### src/sv/fdmd_pkg.sv
`timescale 1ns / 1ps
// ----------------------------------------------------------------------------
// fdmd_pkg
// Shared constants, types and register codes of the frame difference
// motion detector.
// ----------------------------------------------------------------------------
package fdmd_pkg;

    localparam int MAX_WIDTH   = 640;
    localparam int MAX_HEIGHT  = 480;
    localparam int FRAME_DEPTH = MAX_WIDTH * MAX_HEIGHT;
    localparam int ADDR_W      = $clog2(FRAME_DEPTH);

    localparam int CHAN_W   = 8;
    localparam int PIX_W    = 3 * CHAN_W;
    localparam int COL_W    = 10;
    localparam int ROW_W    = 9;
    localparam int THR_W    = 9;
    localparam int THR_SQ_W = 2 * THR_W;
    localparam int SQ_W     = 2 * CHAN_W;
    localparam int SUM_W    = SQ_W + 2;
    localparam int CNT_W    = 19;
    localparam int CFG_W    = 10;
    localparam int IDX_W    = 2;

    localparam logic [CNT_W-1:0] COUNT_TOP = {CNT_W{1'b1}};

    localparam logic [THR_W-1:0] THRESHOLD_RST = THR_W'(90);
    localparam logic [COL_W-1:0] WIDTH_RST     = COL_W'(640);
    localparam logic [ROW_W-1:0] HEIGHT_RST    = ROW_W'(480);
    localparam logic             MIRROR_RST    = 1'b1;

    typedef enum logic [IDX_W-1:0] {
        REG_THRESHOLD = 2'd0,
        REG_WIDTH     = 2'd1,
        REG_HEIGHT    = 2'd2,
        REG_MIRROR    = 2'd3
    } cfg_reg_t;

    typedef logic [PIX_W-1:0] pixel_t;

    // what travels down the pipeline beside the pixel data
    typedef struct packed {
        logic [COL_W-1:0] x;
        logic [ROW_W-1:0] y;
        logic             last;
    } tag_t;

    typedef struct packed {
        logic [ADDR_W-1:0] addr;
        tag_t              tag;
    } pos_t;

endpackage

### src/sv/fdmd_raster.sv
`timescale 1ns / 1ps
// ----------------------------------------------------------------------------
// fdmd_raster
// Column and row counters: clamps the frame size, gives the store address,
// the reported coordinate and the end-of-frame mark of the next item.
// ----------------------------------------------------------------------------
module fdmd_raster (
    input  logic                      aclk,
    input  logic                      aresetn,
    input  logic                      step,
    input  logic [fdmd_pkg::COL_W-1:0] cfg_width,
    input  logic [fdmd_pkg::ROW_W-1:0] cfg_height,
    input  logic                      cfg_mirror,
    output fdmd_pkg::pos_t            pos
);
    import fdmd_pkg::*;

    logic [COL_W-1:0] col_reg, col_next;
    logic [ROW_W-1:0] row_reg, row_next;
    logic [COL_W-1:0] w_last, col;
    logic [ROW_W-1:0] h_last, row;
    logic             line_end, frame_end;

    always_comb begin
        if (cfg_width == '0) begin
            w_last = '0;
        end else if (cfg_width > COL_W'(MAX_WIDTH)) begin
            w_last = COL_W'(MAX_WIDTH - 1);
        end else begin
            w_last = cfg_width - COL_W'(1);
        end
        if (cfg_height == '0) begin
            h_last = '0;
        end else if (cfg_height > ROW_W'(MAX_HEIGHT)) begin
            h_last = ROW_W'(MAX_HEIGHT - 1);
        end else begin
            h_last = cfg_height - ROW_W'(1);
        end
    end

    // a counter past a shrunk size ends the line or frame here
    assign col       = (col_reg > w_last) ? w_last : col_reg;
    assign row       = (row_reg > h_last) ? h_last : row_reg;
    assign line_end  = (col == w_last);
    assign frame_end = line_end && (row == h_last);

    assign pos.addr     = ADDR_W'(row) * ADDR_W'(MAX_WIDTH) + ADDR_W'(col);
    assign pos.tag.x    = cfg_mirror ? (w_last - col) : col;
    assign pos.tag.y    = row;
    assign pos.tag.last = frame_end;

    always_comb begin
        col_next = col + COL_W'(1);
        row_next = row;
        if (line_end) begin
            col_next = '0;
            row_next = frame_end ? '0 : row + ROW_W'(1);
        end
    end

    always_ff @(posedge aclk) begin
        if (!aresetn) begin
            col_reg <= '0;
            row_reg <= '0;
        end else if (step) begin
            col_reg <= col_next;
            row_reg <= row_next;
        end
    end

endmodule

### config.mk
export PLATFORM = sky130hd
export DESIGN_NAME = fdmd_raster
export DESIGN_NICKNAME = d
export VERILOG_FILES = /design/src/sv/fdmd_pkg.sv /design/src/sv/fdmd_raster.sv
export SDC_FILE = /design/constraint.sdc
export NUM_CORES = 1
export LEC_CHECK = 0
export ABC_AREA = 1
export BUFFER_PORTS_ARGS = -buffer_cell sky130_fd_sc_hd__buf_2
export CAP_MARGIN = 20
export CORE_ASPECT_RATIO = 2
export CORE_MARGIN = 2
export CORE_UTILIZATION = 35
export CTS_BUF_LIST = sky130_fd_sc_hd__clkbuf_2 sky130_fd_sc_hd__clkbuf_4 sky130_fd_sc_hd__clkbuf_8
export DETAILED_ROUTE_END_ITERATION = 8
export PLACE_DENSITY = 0.64
export REMOVE_ABC_BUFFERS = 1
export SLEW_MARGIN = 0
export SYNTH_ARGS = -nofsm -noshare
export SYNTH_HDL_FRONTEND = slang
export SYNTH_SLANG_ARGS = --single-unit
### constraint.sdc
create_clock -name aclk -period 4.48 [get_ports aclk]
set_clock_uncertainty 0.05 [all_clocks]
set_input_delay 0.224 -clock aclk [delete_from_list [all_inputs] [get_ports aclk]]
set_output_delay 0.224 -clock aclk [all_outputs]
set_load 0.03 [all_outputs]
==> impl_metrics.toml <==
[sta]
tns_ns = 0
drv_slew = 0
max_slew.worst_pin.slew_ns = 0.613
slew_headroom = 0.589
period_minus_slack_ns = 4.35
setup_viol = 0
max_freq_ghz = 0.230
final_hold_viol_count = 0
final.period_utilization = 0.971
whs_ns = 0.259
rsz0062_at_grt = "true"

[clock_tree]
path_clk_slew_ns = 0.08
cts_buffers = 3
cts-root-to-sink-buffers = 2
cts_tree = "done"
cts_sinks = 19
htree_num_levels = 1
root_buffer = "clkbuf_8"
clock_insertion_delay_worst_skew_ns = 0.26

[synthesis]
yosysSeqAreaShare = 0.0949
synth_cells = 657
yosys-top-cells-area = "nand2_1 (17%), ha_1 (16%), dfxtp_1 (9.5%)"
synth_edf_count = 0
synth_cell_types = 44
syn_area_um2 = 4010
ys_seq_elements = 19
synth.avg_cell_area_um2 = 6.10
yosys_warnings = 0
synth_top_area_cell = "nand2_1"
synth_top_cell_area_share = 0.166
synthArstFlopShare = 0
synthFlopType = "dfxtp_1"

[route]
via_per_inst = 5.11
drtIter0Drc = 172
drt-pass1-iter-count = 4
drc_errors = 0
antenna_left = 0
vias = 5034
avgRoutedWirePerCell_um = 14.3
wirelength_um = 14100

[run]
drv_cap = 0

[min_path]
min_path_cells = 3
hp-class = "in -> reg"

[global_routing]
antenna_found_initial = 0
grt-ovfl-total = 0
grt_max_degree = 20
grt_pass1_vias = 4839
gr-usage-all-layers = 0.219
grt_pass1_wl_um = 21500

[placed_design]
post-dp-hpwl_um = 11300
gp_congestion = 0.922
io_buffers = 61
placed_area_um2 = 5250

[die]
fp-row-count = 55
coreArea_um2 = 11200
die-width_um = 79.7
start_util = 0.358
fp.dieH_um = 155
dieArea_um2 = 12400
num_io_pins = 62

[critical_path]
cp_slowest_stage_delay_ns = 0.33
crit_start = "cfg_height[0]"
r2r_cells = 19
cp-end-kind = "primary output"
crit_type = "in -> out"
cp_slowest_cell = "ha_1"
r2r_end = "row_reg[4]"
crit_family = "simple AND/OR/NAND/NOR gates"
crit_cells = 30
crit_path_max_fanout = 8
path_buf_inv = 5
worstPathRequired_ns = 4.21
r2r-start = "col_reg[9]"
endpoint = "pos[38]"
cp.arrival_ns = 4.08
start_kind = "input port"
r2r_slack_ns = 0.78

[finish]
finalNetCount = 920
final_cell_area_um2 = 6140
multiInputGateArea_um2 = 3770
syn_to_final_growth_pct = 53.1
largest_reg_flops = 10
layout_common_cells = "nand2_1 (162), buf_4 (126), inv_1 (84)"
diodes = 0
drive_gt1_frac = 0.403
n_fill_cell = 1087
final_util = 0.547
final-seq-area_um2 = 380
final_common_cell = "nand2_1"

[run_status]
outcome = "finished, final reports clean"

[pwr]
p_per_area_nw_per_um2 = 102
leakagePower_nw = 3.08
peakVddDrop_v = 0.0000994
## metrics by stage
step / setup WS (ns) / std cells / power [mW]
floorplan: -0.341 / 649 / 0.345
global placement: -0.106 / 959 / 0.460
detailed placement: -0.226 / 959 / 0.460
CTS: 0.00849 / 973 / 0.605
global route: -0.141 / 985 / 0.665
finish: 0.128 / 985 / 0.623
## where the power goes
part | switching (mW) | total (mW) | internal (mW)
Clock | 0.0634 | 0.125 | 0.0621
Combinational | 0.194 | 0.326 | 0.132
Sequential | 0.00182 | 0.172 | 0.170
## kinds of logic (layout without fill, tap and decap cells)
logic type | count (synthesis) | in the layout | share of synthesized area
buffers and inverters | 112 | 297 | 0.112
AND/OR/NAND/NOR | 353 | 354 | 0.422
XOR/XNOR | 28 | 28 | 0.0612
flip-flops | 19 | 19 | 0.0949
adder cells (fa/ha/maj) | 53 | 53 | 0.171
AO/OA/AOI/OAI | 92 | 92 | 0.140
## tightest hold or removal path, delay by kind of cell
kind            cells  cell delay [ns]
simple gates        1             0.10
buf+inv             1             0.15
compound gates      1             0.05
## metal layers
metal | GRT usage | wire length (µm) | up-vias
li1 | - | - | 2515
met1 | 0.188 | 4470 | 2310
met2 | 0.449 | 8060 | 145
met3 | 0.0174 | 535 | 64
met4 | 0.146 | 1060 | 0
met5 | 0 | 0 | -
## cell usage after synthesis (2+ instances only)
cell type / instances
a21o_1: 2
a21oi_1: 37
a21oi_2: 3
a31oi_1: 2
buf_4: 2
clkbuf_1: 3
clkinv_1: 2
dfxtp_1: 19
fa_1: 3
ha_1: 50
inv_1: 88
inv_2: 14
nand2_1: 177
nand2_2: 17
nand2_4: 3
nand3_1: 56
nand3_2: 7
nand3_4: 2
nand3b_1: 2
nand4_1: 14
nor2_1: 42
nor2_2: 12
nor2_4: 7
nor3_1: 7
o21a_1: 2
o21ai_0: 26
o21ai_1: 2
o21ai_2: 10
o21ai_4: 2
o21bai_1: 2
or2_2: 3
xnor2_1: 7
xor2_1: 21
## area by class of cell
cell class                 count  area share
multi-input combinational    527       0.615
timing repair buffer         189       0.221
inverter                     104      0.0654
sequential                    19      0.0620
tap                          142      0.0289
clock buffer                   3     0.00673
clock inverter                 1    0.000815
## what timing repair did
| item | in CTS | in global routing |
|---|---|---|
| pin swaps | 34 | 44 |
| endpoints found under the hold margin | 0 | 0 |
| hold buffers | 0 | 0 |
| endpoints found under the setup margin | 5 | 17 |
| resized for setup | 51 | 77 |
| buffers inserted | 9 | 12 |
| cloned | 1 | 0 |
## worst min-delay path by stage
stage / endpoint / slack, ns / startpoint
after CTS: row_reg[1] / 0.25 / step
after floorplan: row_reg[1] / 0.34 / step
after global routing: row_reg[1] / 0.25 / step
after global placement: col_reg[4] / 0.43 / col_reg[4]
final: row_reg[1] / 0.26 / step
after detailed placement: col_reg[4] / 0.43 / col_reg[4]
(Power assumes the default switching activity.)
