## config.mk

```make
export PLATFORM = sky130hd
export DESIGN_NAME = fdmd_diff
export DESIGN_NICKNAME = d
export VERILOG_FILES = /design/src/sv/fdmd_pkg.sv /design/src/sv/fdmd_diff.sv
export SDC_FILE = /design/constraint.sdc
export NUM_CORES = 1
export LEC_CHECK = 0
export BUFFER_PORTS_ARGS = -buffer_cell sky130_fd_sc_hd__buf_2
export CELL_PAD_IN_SITES_DETAIL_PLACEMENT = 0
export CELL_PAD_IN_SITES_GLOBAL_PLACEMENT = 1
export CORE_MARGIN = 1
export CORE_UTILIZATION = 49
export CTS_CLUSTER_DIAMETER = 80
export CTS_CLUSTER_SIZE = 16
export DETAILED_ROUTE_END_ITERATION = 16
export PLACE_DENSITY_LB_ADDON = 0.3
export SKIP_CTS_REPAIR_TIMING = 1
export SLEW_MARGIN = 0
export SYNTH_ARGS = -nofsm -noshare
export SYNTH_HDL_FRONTEND = slang
export SYNTH_SLANG_ARGS = --single-unit
```

## constraint.sdc

```tcl
create_clock -name aclk -period 7.8 [get_ports aclk]
set_input_delay 1.17 -clock aclk [delete_from_list [all_inputs] [get_ports aclk]]
set_output_delay 1.17 -clock aclk [all_outputs]
set_load 0.05 [all_outputs]
```

## src/sv/fdmd_pkg.sv

```systemverilog
`timescale 1ns / 1ps
// ----------------------------------------------------------------------------
// fdmd_pkg
// Shared constants, types and register codes of the frame difference
// motion detector.
// ----------------------------------------------------------------------------
package fdmd_pkg;

    localparam int MAX_WIDTH   = 640;
    localparam int MAX_HEIGHT  = 480;
    localparam int FRAME_DEPTH = MAX_WIDTH * MAX_HEIGHT;
    localparam int ADDR_W      = $clog2(FRAME_DEPTH);

    localparam int CHAN_W   = 8;
    localparam int PIX_W    = 3 * CHAN_W;
    localparam int COL_W    = 10;
    localparam int ROW_W    = 9;
    localparam int THR_W    = 9;
    localparam int THR_SQ_W = 2 * THR_W;
    localparam int SQ_W     = 2 * CHAN_W;
    localparam int SUM_W    = SQ_W + 2;
    localparam int CNT_W    = 19;
    localparam int CFG_W    = 10;
    localparam int IDX_W    = 2;

    localparam logic [CNT_W-1:0] COUNT_TOP = {CNT_W{1'b1}};

    localparam logic [THR_W-1:0] THRESHOLD_RST = THR_W'(90);
    localparam logic [COL_W-1:0] WIDTH_RST     = COL_W'(640);
    localparam logic [ROW_W-1:0] HEIGHT_RST    = ROW_W'(480);
    localparam logic             MIRROR_RST    = 1'b1;

    typedef enum logic [IDX_W-1:0] {
        REG_THRESHOLD = 2'd0,
        REG_WIDTH     = 2'd1,
        REG_HEIGHT    = 2'd2,
        REG_MIRROR    = 2'd3
    } cfg_reg_t;

    typedef logic [PIX_W-1:0] pixel_t;

    // what travels down the pipeline beside the pixel data
    typedef struct packed {
        logic [COL_W-1:0] x;
        logic [ROW_W-1:0] y;
        logic             last;
    } tag_t;

    typedef struct packed {
        logic [ADDR_W-1:0] addr;
        tag_t              tag;
    } pos_t;

endpackage

```

## src/sv/fdmd_diff.sv

```systemverilog
`timescale 1ns / 1ps
// ----------------------------------------------------------------------------
// fdmd_diff
// Squared RGB distance between new and stored pixel and the compare
// against the squared threshold, two register stages.
// ----------------------------------------------------------------------------
module fdmd_diff (
    input  logic                         aclk,
    input  logic                         en_sq,
    input  logic                         en_cmp,
    input  fdmd_pkg::pixel_t             cur_pix,
    input  fdmd_pkg::pixel_t             old_pix,
    input  logic [fdmd_pkg::THR_SQ_W-1:0] thr_sq,
    output logic                         moved
);
    import fdmd_pkg::*;

    function automatic logic [SQ_W-1:0] sq_diff(input logic [CHAN_W-1:0] a,
                                                input logic [CHAN_W-1:0] b);
        logic [CHAN_W-1:0] d;
        d = (a > b) ? (a - b) : (b - a);
        return SQ_W'(d) * SQ_W'(d);
    endfunction

    logic [SQ_W-1:0]  sq_r_reg, sq_g_reg, sq_b_reg;
    logic [SUM_W-1:0] dist_sum;
    logic             moved_reg;

    always_ff @(posedge aclk) begin
        if (en_sq) begin
            sq_r_reg <= sq_diff(cur_pix[3*CHAN_W-1:2*CHAN_W], old_pix[3*CHAN_W-1:2*CHAN_W]);
            sq_g_reg <= sq_diff(cur_pix[2*CHAN_W-1:CHAN_W], old_pix[2*CHAN_W-1:CHAN_W]);
            sq_b_reg <= sq_diff(cur_pix[CHAN_W-1:0], old_pix[CHAN_W-1:0]);
        end
    end

    assign dist_sum = SUM_W'(sq_r_reg) + SUM_W'(sq_g_reg) + SUM_W'(sq_b_reg);

    always_ff @(posedge aclk) begin
        if (en_cmp) begin
            moved_reg <= (dist_sum > SUM_W'(thr_sq));
        end
    end

    assign moved = moved_reg;

endmodule

```

==> metrics list, run 1 <==
- The run finished with clean final reports.
* Rows: 51
- Of the available clock period, the critical path in the final layout requires a little over nine tenths.
- Cell with the most instances after synthesis: sky130_fd_sc_hd__inv_1
* Count of port buffers added during placement: just under 70
- Netlist cell types: 67
- After layout, the minimum clock period comes to ~7.3 ns.
- Final number of max-transition violations: 0
* Number of global-route vias before repair: between 7000 and 8000
* Data arrival, critical path: roughly 7.4 ns
* Clock-pin slew on the worst setup and hold paths: 0.07 ns
- After synthesis, the share of cell area in mux cells is 1.850%.
- STA classifies the critical path startpoint as an input pin.
- After routing, the total negative slack on setup checks comes to 0 ns.
- Antenna violations before repair: 0
- For this design, the sink count on the clock tree is 46.
- For the final database, setup skew stands at 0.004349 ns.
- Skew-Pair Late Insertion Delay: about 0.29 ns
- Routability-driven placement finished with a final weighted congestion of roughly 0.83.
* Final Hold Slack: 1.077 ns
* Antenna Diode Count: 0
* Critical path fanouts, max: 7
* Sequential cell area fraction in the yosys report: between 10% and 20%
* Family of cells with the greatest summed delay on the critical path: adder cells
- Of the post-synthesis cell area, the dominant cell type holds 21.71%.
- Global routing used between 10% and 20% of the available tracks across all layers.
- The core region is 0.01946 mm^2.
- At the placement stage, the worst setup path has a slack of 0.07506 ns.
- Static timing analysis puts the maximum clock frequency at 136.2 MHz.
* Number of nets with antenna violations after routing: 0
- Yosys attributes the largest share of cell area to sky130_fd_sc_hd__ha_1, sky130_fd_sc_hd__fa_1, sky130_fd_sc_hd__edfxtp_1.
- Cells with a size suffix above 1 make up 12.22% of the layout.
- The first routing iteration left about 300 violations.
* NumNets Final: about 1500
- In the routed design, unresolved DRC markers number 0.
* Headroom to the max-slew limit: between 30% and 40%
* Combinational family with the most area after synthesis: adder cells
* Commonest cells in the synthesized netlist: sky130_fd_sc_hd__inv_1, sky130_fd_sc_hd__ha_1, sky130_fd_sc_hd__nor2_1
- CTS HTree Levels: 2
- Kind of capture point of the worst setup path: flop
* Yosys reg bits: 46
- Via total after detailed routing: between 7000 and 8000
* Die Outline Area: 0.02045 mm^2
- Entering global routing, the biggest net connects 46 pins.
- The wire-length estimate of the detail-placed layout is approximately 16 mm.
- The tree is rooted in a sky130_fd_sc_hd__clkbuf_16.
- Effective utilization at floorplan: 50.05%
* Vertical die dimension: between 100 and 150 um
- The Yosys step of the flow raised 0 warnings.
* Proportion of register bits with asynchronous set or reset after synthesis: 0%
- Synth-to-layout area growth: 9.762%
* Average footprint of a synthesized cell: about 9 um^2
* Buf+Inv Stages, Crit Path: 7
* Compound-gate portion of the synthesized area: between 10% and 20%
- Synth Instances: roughly 1100
* Area share of xor/xnor cells in the synthesized design: a little under 7%
- Type of the tightest min-delay check: in2reg
* Max cap viols: 0
- Final worst slack: around 0.46 ns
* Primary flip-flop cell chosen by synthesis mapping: sky130_fd_sc_hd__edfxtp_1
- Summing the areas of all fa, ha and maj instances in the mapped netlist gives a little over two fifths of the synthesized area.
* Count of TritonRoute iterations in the first routing pass: 4
- Post-detailed-route wirelength per cell: approximately 13 um
- The longest clock path from root to sink contains 2 buffers.
- For this design the top-level I/O count stands at 70.
* Synthesized cell area: between 0.009 and 0.01 mm^2
* Number of buffers added by the clock tree synthesis step: 5
- Total overflow reported by the global router: 0
- Vias per inst: between 4 and 5
- RSZ-0062 raised after global routing: false
* Number of synthesized flops with an enable pin: 46
* Clock tree from TritonCTS: built
* Least-Margin Pin Slew: 1.028 ns
* Slowest stage delay, CP: roughly 0.54 ns
- At the worst endpoint, the required time is 7.84 ns.
- Width of the chip: around 140 um
- The number of failing hold endpoints at the final stage came to 0.
- Total setup violations reported at the end of the flow: 0
- The first global-routing pass estimated 31.50 mm of wire.
- The slowest stage of the critical path is the sky130_fd_sc_hd__fa_1 cell.
- The synthesized design spends more area on one cell type than any other, namely sky130_fd_sc_hd__ha_1.
* Critical path class: in2reg
- Of the total synthesized cell area, the portion taken by AND, OR, NAND and NOR gates is a little over an eighth.
- Summed over all layers, the routed wires come to 18.23 mm.
layout by cell type (no fill, tap or decap), types with 4 or more instances in the layout:
master                      synthesis  layout
sky130_fd_sc_hd__o211ai_1           4       4
sky130_fd_sc_hd__buf_2              7      69
sky130_fd_sc_hd__fa_1              97      97
sky130_fd_sc_hd__clkbuf_16          0       5
sky130_fd_sc_hd__nand2b_1           8       8
sky130_fd_sc_hd__nor3_1            17      17
sky130_fd_sc_hd__or3_1              8       8
sky130_fd_sc_hd__o21ai_0           32      32
sky130_fd_sc_hd__and3_1             4       4
sky130_fd_sc_hd__mux2_2             5       5
sky130_fd_sc_hd__and2_1             4       4
sky130_fd_sc_hd__xnor2_1           45      45
sky130_fd_sc_hd__o21bai_1           6       6
sky130_fd_sc_hd__or2_2             18      18
sky130_fd_sc_hd__nand3b_1           6       6
sky130_fd_sc_hd__a21oi_1           47      47
sky130_fd_sc_hd__a211oi_1          10      10
sky130_fd_sc_hd__o21a_1            19      19
sky130_fd_sc_hd__nand2_1           30      30
sky130_fd_sc_hd__a21o_1            31      31
sky130_fd_sc_hd__inv_1            221     221
sky130_fd_sc_hd__nand4_1            6       6
sky130_fd_sc_hd__mux2i_1           11      11
sky130_fd_sc_hd__a21boi_0           4       4
sky130_fd_sc_hd__edfxtp_1          46      46
sky130_fd_sc_hd__xor2_1            24      24
sky130_fd_sc_hd__nor2b_1           22      22
sky130_fd_sc_hd__nand3_1           14      14
sky130_fd_sc_hd__nor2_1           106     106
sky130_fd_sc_hd__buf_4              0      23
sky130_fd_sc_hd__ha_1             169     169
cell families after synthesis:
group	after synthesis
fa+ha+maj	266
simple gates	258
buf+inv	239
compound gates	184
xor+xnor	73
flops	46
mux	17
other cells	2
final timing paths:
check	startpoint	endpoint	slack, ns	cells past startpoint
worst min register to register	sq_g_reg[0]	moved	1.25	7
worst min-delay path	en_cmp	moved	1.08	1
worst max-delay path	cur_pix[8]	sq_g_reg[15]	0.46	26
worst max register to register	sq_r_reg[3]	moved	3.72	17
through the flow:
step	cells	instance area, um^2	utilization [%]
6_report	1435	10690	54.93
3_3_place_gp	1423	10510	54.01
3_5_place_dp	1423	10510	54.01
2_1_floorplan	1086	9744	-
5_1_grt	1435	10690	54.93
4_1_cts	1431	10660	54.78
layer usage:
layer  vias up  share of wire [%]  global-route usage [%]
met5         -                  0                       0
met4         0               0.78                   3.679
met3         9                2.2                   1.610
met2        90                 46                   32.66
met1      3333                 51                   26.61
li1       3722                  -                       -
layout make-up:
cell class / count / area [um^2]
clock buffer: 5 / 125.1
clock inverter: 3 / 25.02
fill: 1798 / 8771
inverter: 222 / 833.3
multi-input combinational: 801 / 7457
sequential: 46 / 1381
tap: 265 / 331.6
timing repair buffer: 93 / 538.0
Power of run 1 is not shown: default switching activity piles up to over one toggle a cycle in this logic, so the estimate is an artifact.
==> run 2: changes to the inputs <==
--- a/config.mk
+++ b/config.mk
@@ -14,6 +14,7 @@
 export CTS_CLUSTER_SIZE = 16
 export DETAILED_ROUTE_END_ITERATION = 16
 export PLACE_DENSITY_LB_ADDON = 0.3
+export RECOVER_POWER = 25
 export SKIP_CTS_REPAIR_TIMING = 1
 export SLEW_MARGIN = 0
 export SYNTH_ARGS = -nofsm -noshare
==> run 2 against run 1 <==
Against the previous run: worst hold slack unchanged; clock skew about the same; via count about the same; the run now ends with capacitance limit, slew limit left; final cell count stayed put; global-route usage did not move; design area is essentially flat; critical endpoint unchanged.
==> metrics list, run 2 (synthesis gave the netlist of run 1 again) <==
* Result of the run: finished, violations left
- The checks that failed: capacitance limit, slew limit.
- TritonCTS built the clock tree.
* Commonest cells after routing, fill and taps aside: sky130_fd_sc_hd__inv_1, sky130_fd_sc_hd__ha_1, sky130_fd_sc_hd__nor2_1
* Count of port buffers added during placement: approximately 70
- Critical path class: in2reg
- In this run the worst path has a maximum fanout of 7.
- After the first detailed-routing iteration, the DRC count stood at ~300.
- Clock-pin slew on the worst setup and hold paths: 0.07 ns
* Via total after detailed routing: around 7200
- For the final routed database, the setup TNS stands at 0 ns.
* Antenna Diode Count: 0
* Hold path startpoint: en_cmp
- The clock net in this run drives a total of 46 sinks.
- Number of buffers added by the clock tree synthesis step: 5
- Cell count after placement: ~1400
- Headroom to the max-slew limit: -62.54%
- Final number of max-transition violations: 46
* Worst path depth: 26
- Counting instances, the worst hold path has a depth of 1.
* Vertical die dimension: 143.0 um
- Worst slack at placement: 0.07506 ns
- Dividing the detail-routed via count by the number of cells gives approximately 5.
* Core footprint: between 0.015 and 0.02 mm^2
- Slowest cell on the critical path: sky130_fd_sc_hd__fa_1
- Setup violations remaining at the end of the flow were counted as 0.
- Max cap viols: 1
* Count of TritonRoute iterations in the first routing pass: 4
- Pin placement for this block handled 70 I/O pins.
- For the pin with the worst max-slew slack, the measured transition is 2.438 ns.
- The worst setup path is launched from an input pin.
- Global routing consumed, over all layers together, 19.17% of the routing resources.
* Reg2reg path depth: 17
* Effective utilization at floorplan: between 50% and 60%
- Data arrival, critical path: roughly 7.4 ns
* Type of the tightest min-delay check: in2reg
- Die Outline Area: between 0.02 and 0.025 mm^2
- Kind of capture point of the worst setup path: flop
* Skew-Pair Late Insertion Delay: 0.29 ns
- After global routing the overflow that remains totals 0.
- The first global-routing pass estimated around 31 mm of wire.
- Data on the critical path is required at its endpoint by about 7.8 ns.
- Number of global-route vias before repair: around 7000
* Rows: just over 50
- Antenna violations before repair: 0
- Final worst slack: 0.4532 ns
- Longest Clk Path Bufs: 2
* R2r setup slk: between 3 and 4 ns
- Synth-to-layout area growth: 9.672%
* NumNets Final: roughly 1500
* Startpoint of the worst register-to-register path: sq_r_reg[3]
- Setup repair after global routing left no endpoint under its margin.
- Maximum clock skew at final layout: between 0.004 and 0.005 ns
- Final Hold Slack: between 1 and 1.5 ns
- Final weighted congestion of routability-driven global placement: approximately 0.83
- Slowest stage delay, CP: 0.54 ns
* CTS HTree Levels: 2
* Endpoint of the worst hold-timing path: moved
- In the routed design, unresolved DRC markers number 0.
* Final count of hold timing violations: 0
* Post-Layout Cell Count: 1435
* Critical R2R Capture: moved
* Buf+Inv Stages, Crit Path: 7
* Post-Route WL: 18.23 mm
- Family of cells with the greatest summed delay on the critical path: adder cells
- For this run, the top clock speed supported by timing is approximately 140 MHz.
* Proportion of layout cells with a drive suffix above 1: 11.79%
- Most common cell after layout, fill and taps aside: sky130_fd_sc_hd__inv_1
- Width of the chip: 143.0 um
- Clock Tree Root: sky130_fd_sc_hd__clkbuf_16
- Number of nets with antenna violations after routing: 0
* Final Critical Period: 7.347 ns
- Post-detailed-route wirelength per cell: around 13 um
- Dividing the final minimum period by the clock period gives about 94%.
* Estimated wirelength of the detail-placed design: 15.90 mm
- Pin count of the biggest net entering global routing: 46
## run 2: cell types whose count changed in the layout (fill, tap and decap cells not counted), sizes merged
cell / change
clkbuf: +5
buf: -5
## run 2: layout make-up
type / count / area [um^2]
fill: 1801 / 8780
multi-input combinational: 801 / 7457
sequential: 46 / 1381
inverter: 222 / 833.3
timing repair buffer: 93 / 529.3
tap: 265 / 331.6
clock buffer: 5 / 125.1
clock inverter: 3 / 25.02
## run 2: worst max-delay path by stage
stage,from,to
after detailed placement,cur_pix[8],sq_g_reg[15]
after floorplan,cur_pix[12],sq_g_reg[15]
after CTS,cur_pix[8],sq_g_reg[15]
final,cur_pix[8],sq_g_reg[15]
after global routing,cur_pix[8],sq_g_reg[15]
after global placement,cur_pix[13],sq_g_reg[15]
## run 2: worst reg2reg max path, delay by kind of cell (launching register included)
| family | cells | cell delay, ns |
|---|---|---|
| adder cells (fa/ha/maj) | 3 | 0.92 |
| XOR/XNOR | 1 | 0.16 |
| flip-flops | 1 | 0.42 |
| AO/OA/AOI/OAI | 13 | 2.32 |
## run 2: metal layers
layer / routed length, um / vias up / GRT usage, %
met5: 0 / - / 0
met4: 143 / 0 / 3.679
met3: 401 / 9 / 1.610
met2: 8461 / 90 / 32.66
met1: 9222 / 3335 / 26.61
li1: - / 3722 / -
## run 2: stage by stage
| step | area (um^2) | utilization, % |
|---|---|---|
| 2_1_floorplan | 9744 | - |
| 3_3_place_gp | 10510 | 54.01 |
| 3_5_place_dp | 10510 | 54.01 |
| 4_1_cts | 10660 | 54.78 |
| 5_1_grt | 10680 | 54.89 |
| 6_report | 10680 | 54.89 |
Power of run 2 is left out for the same reason.
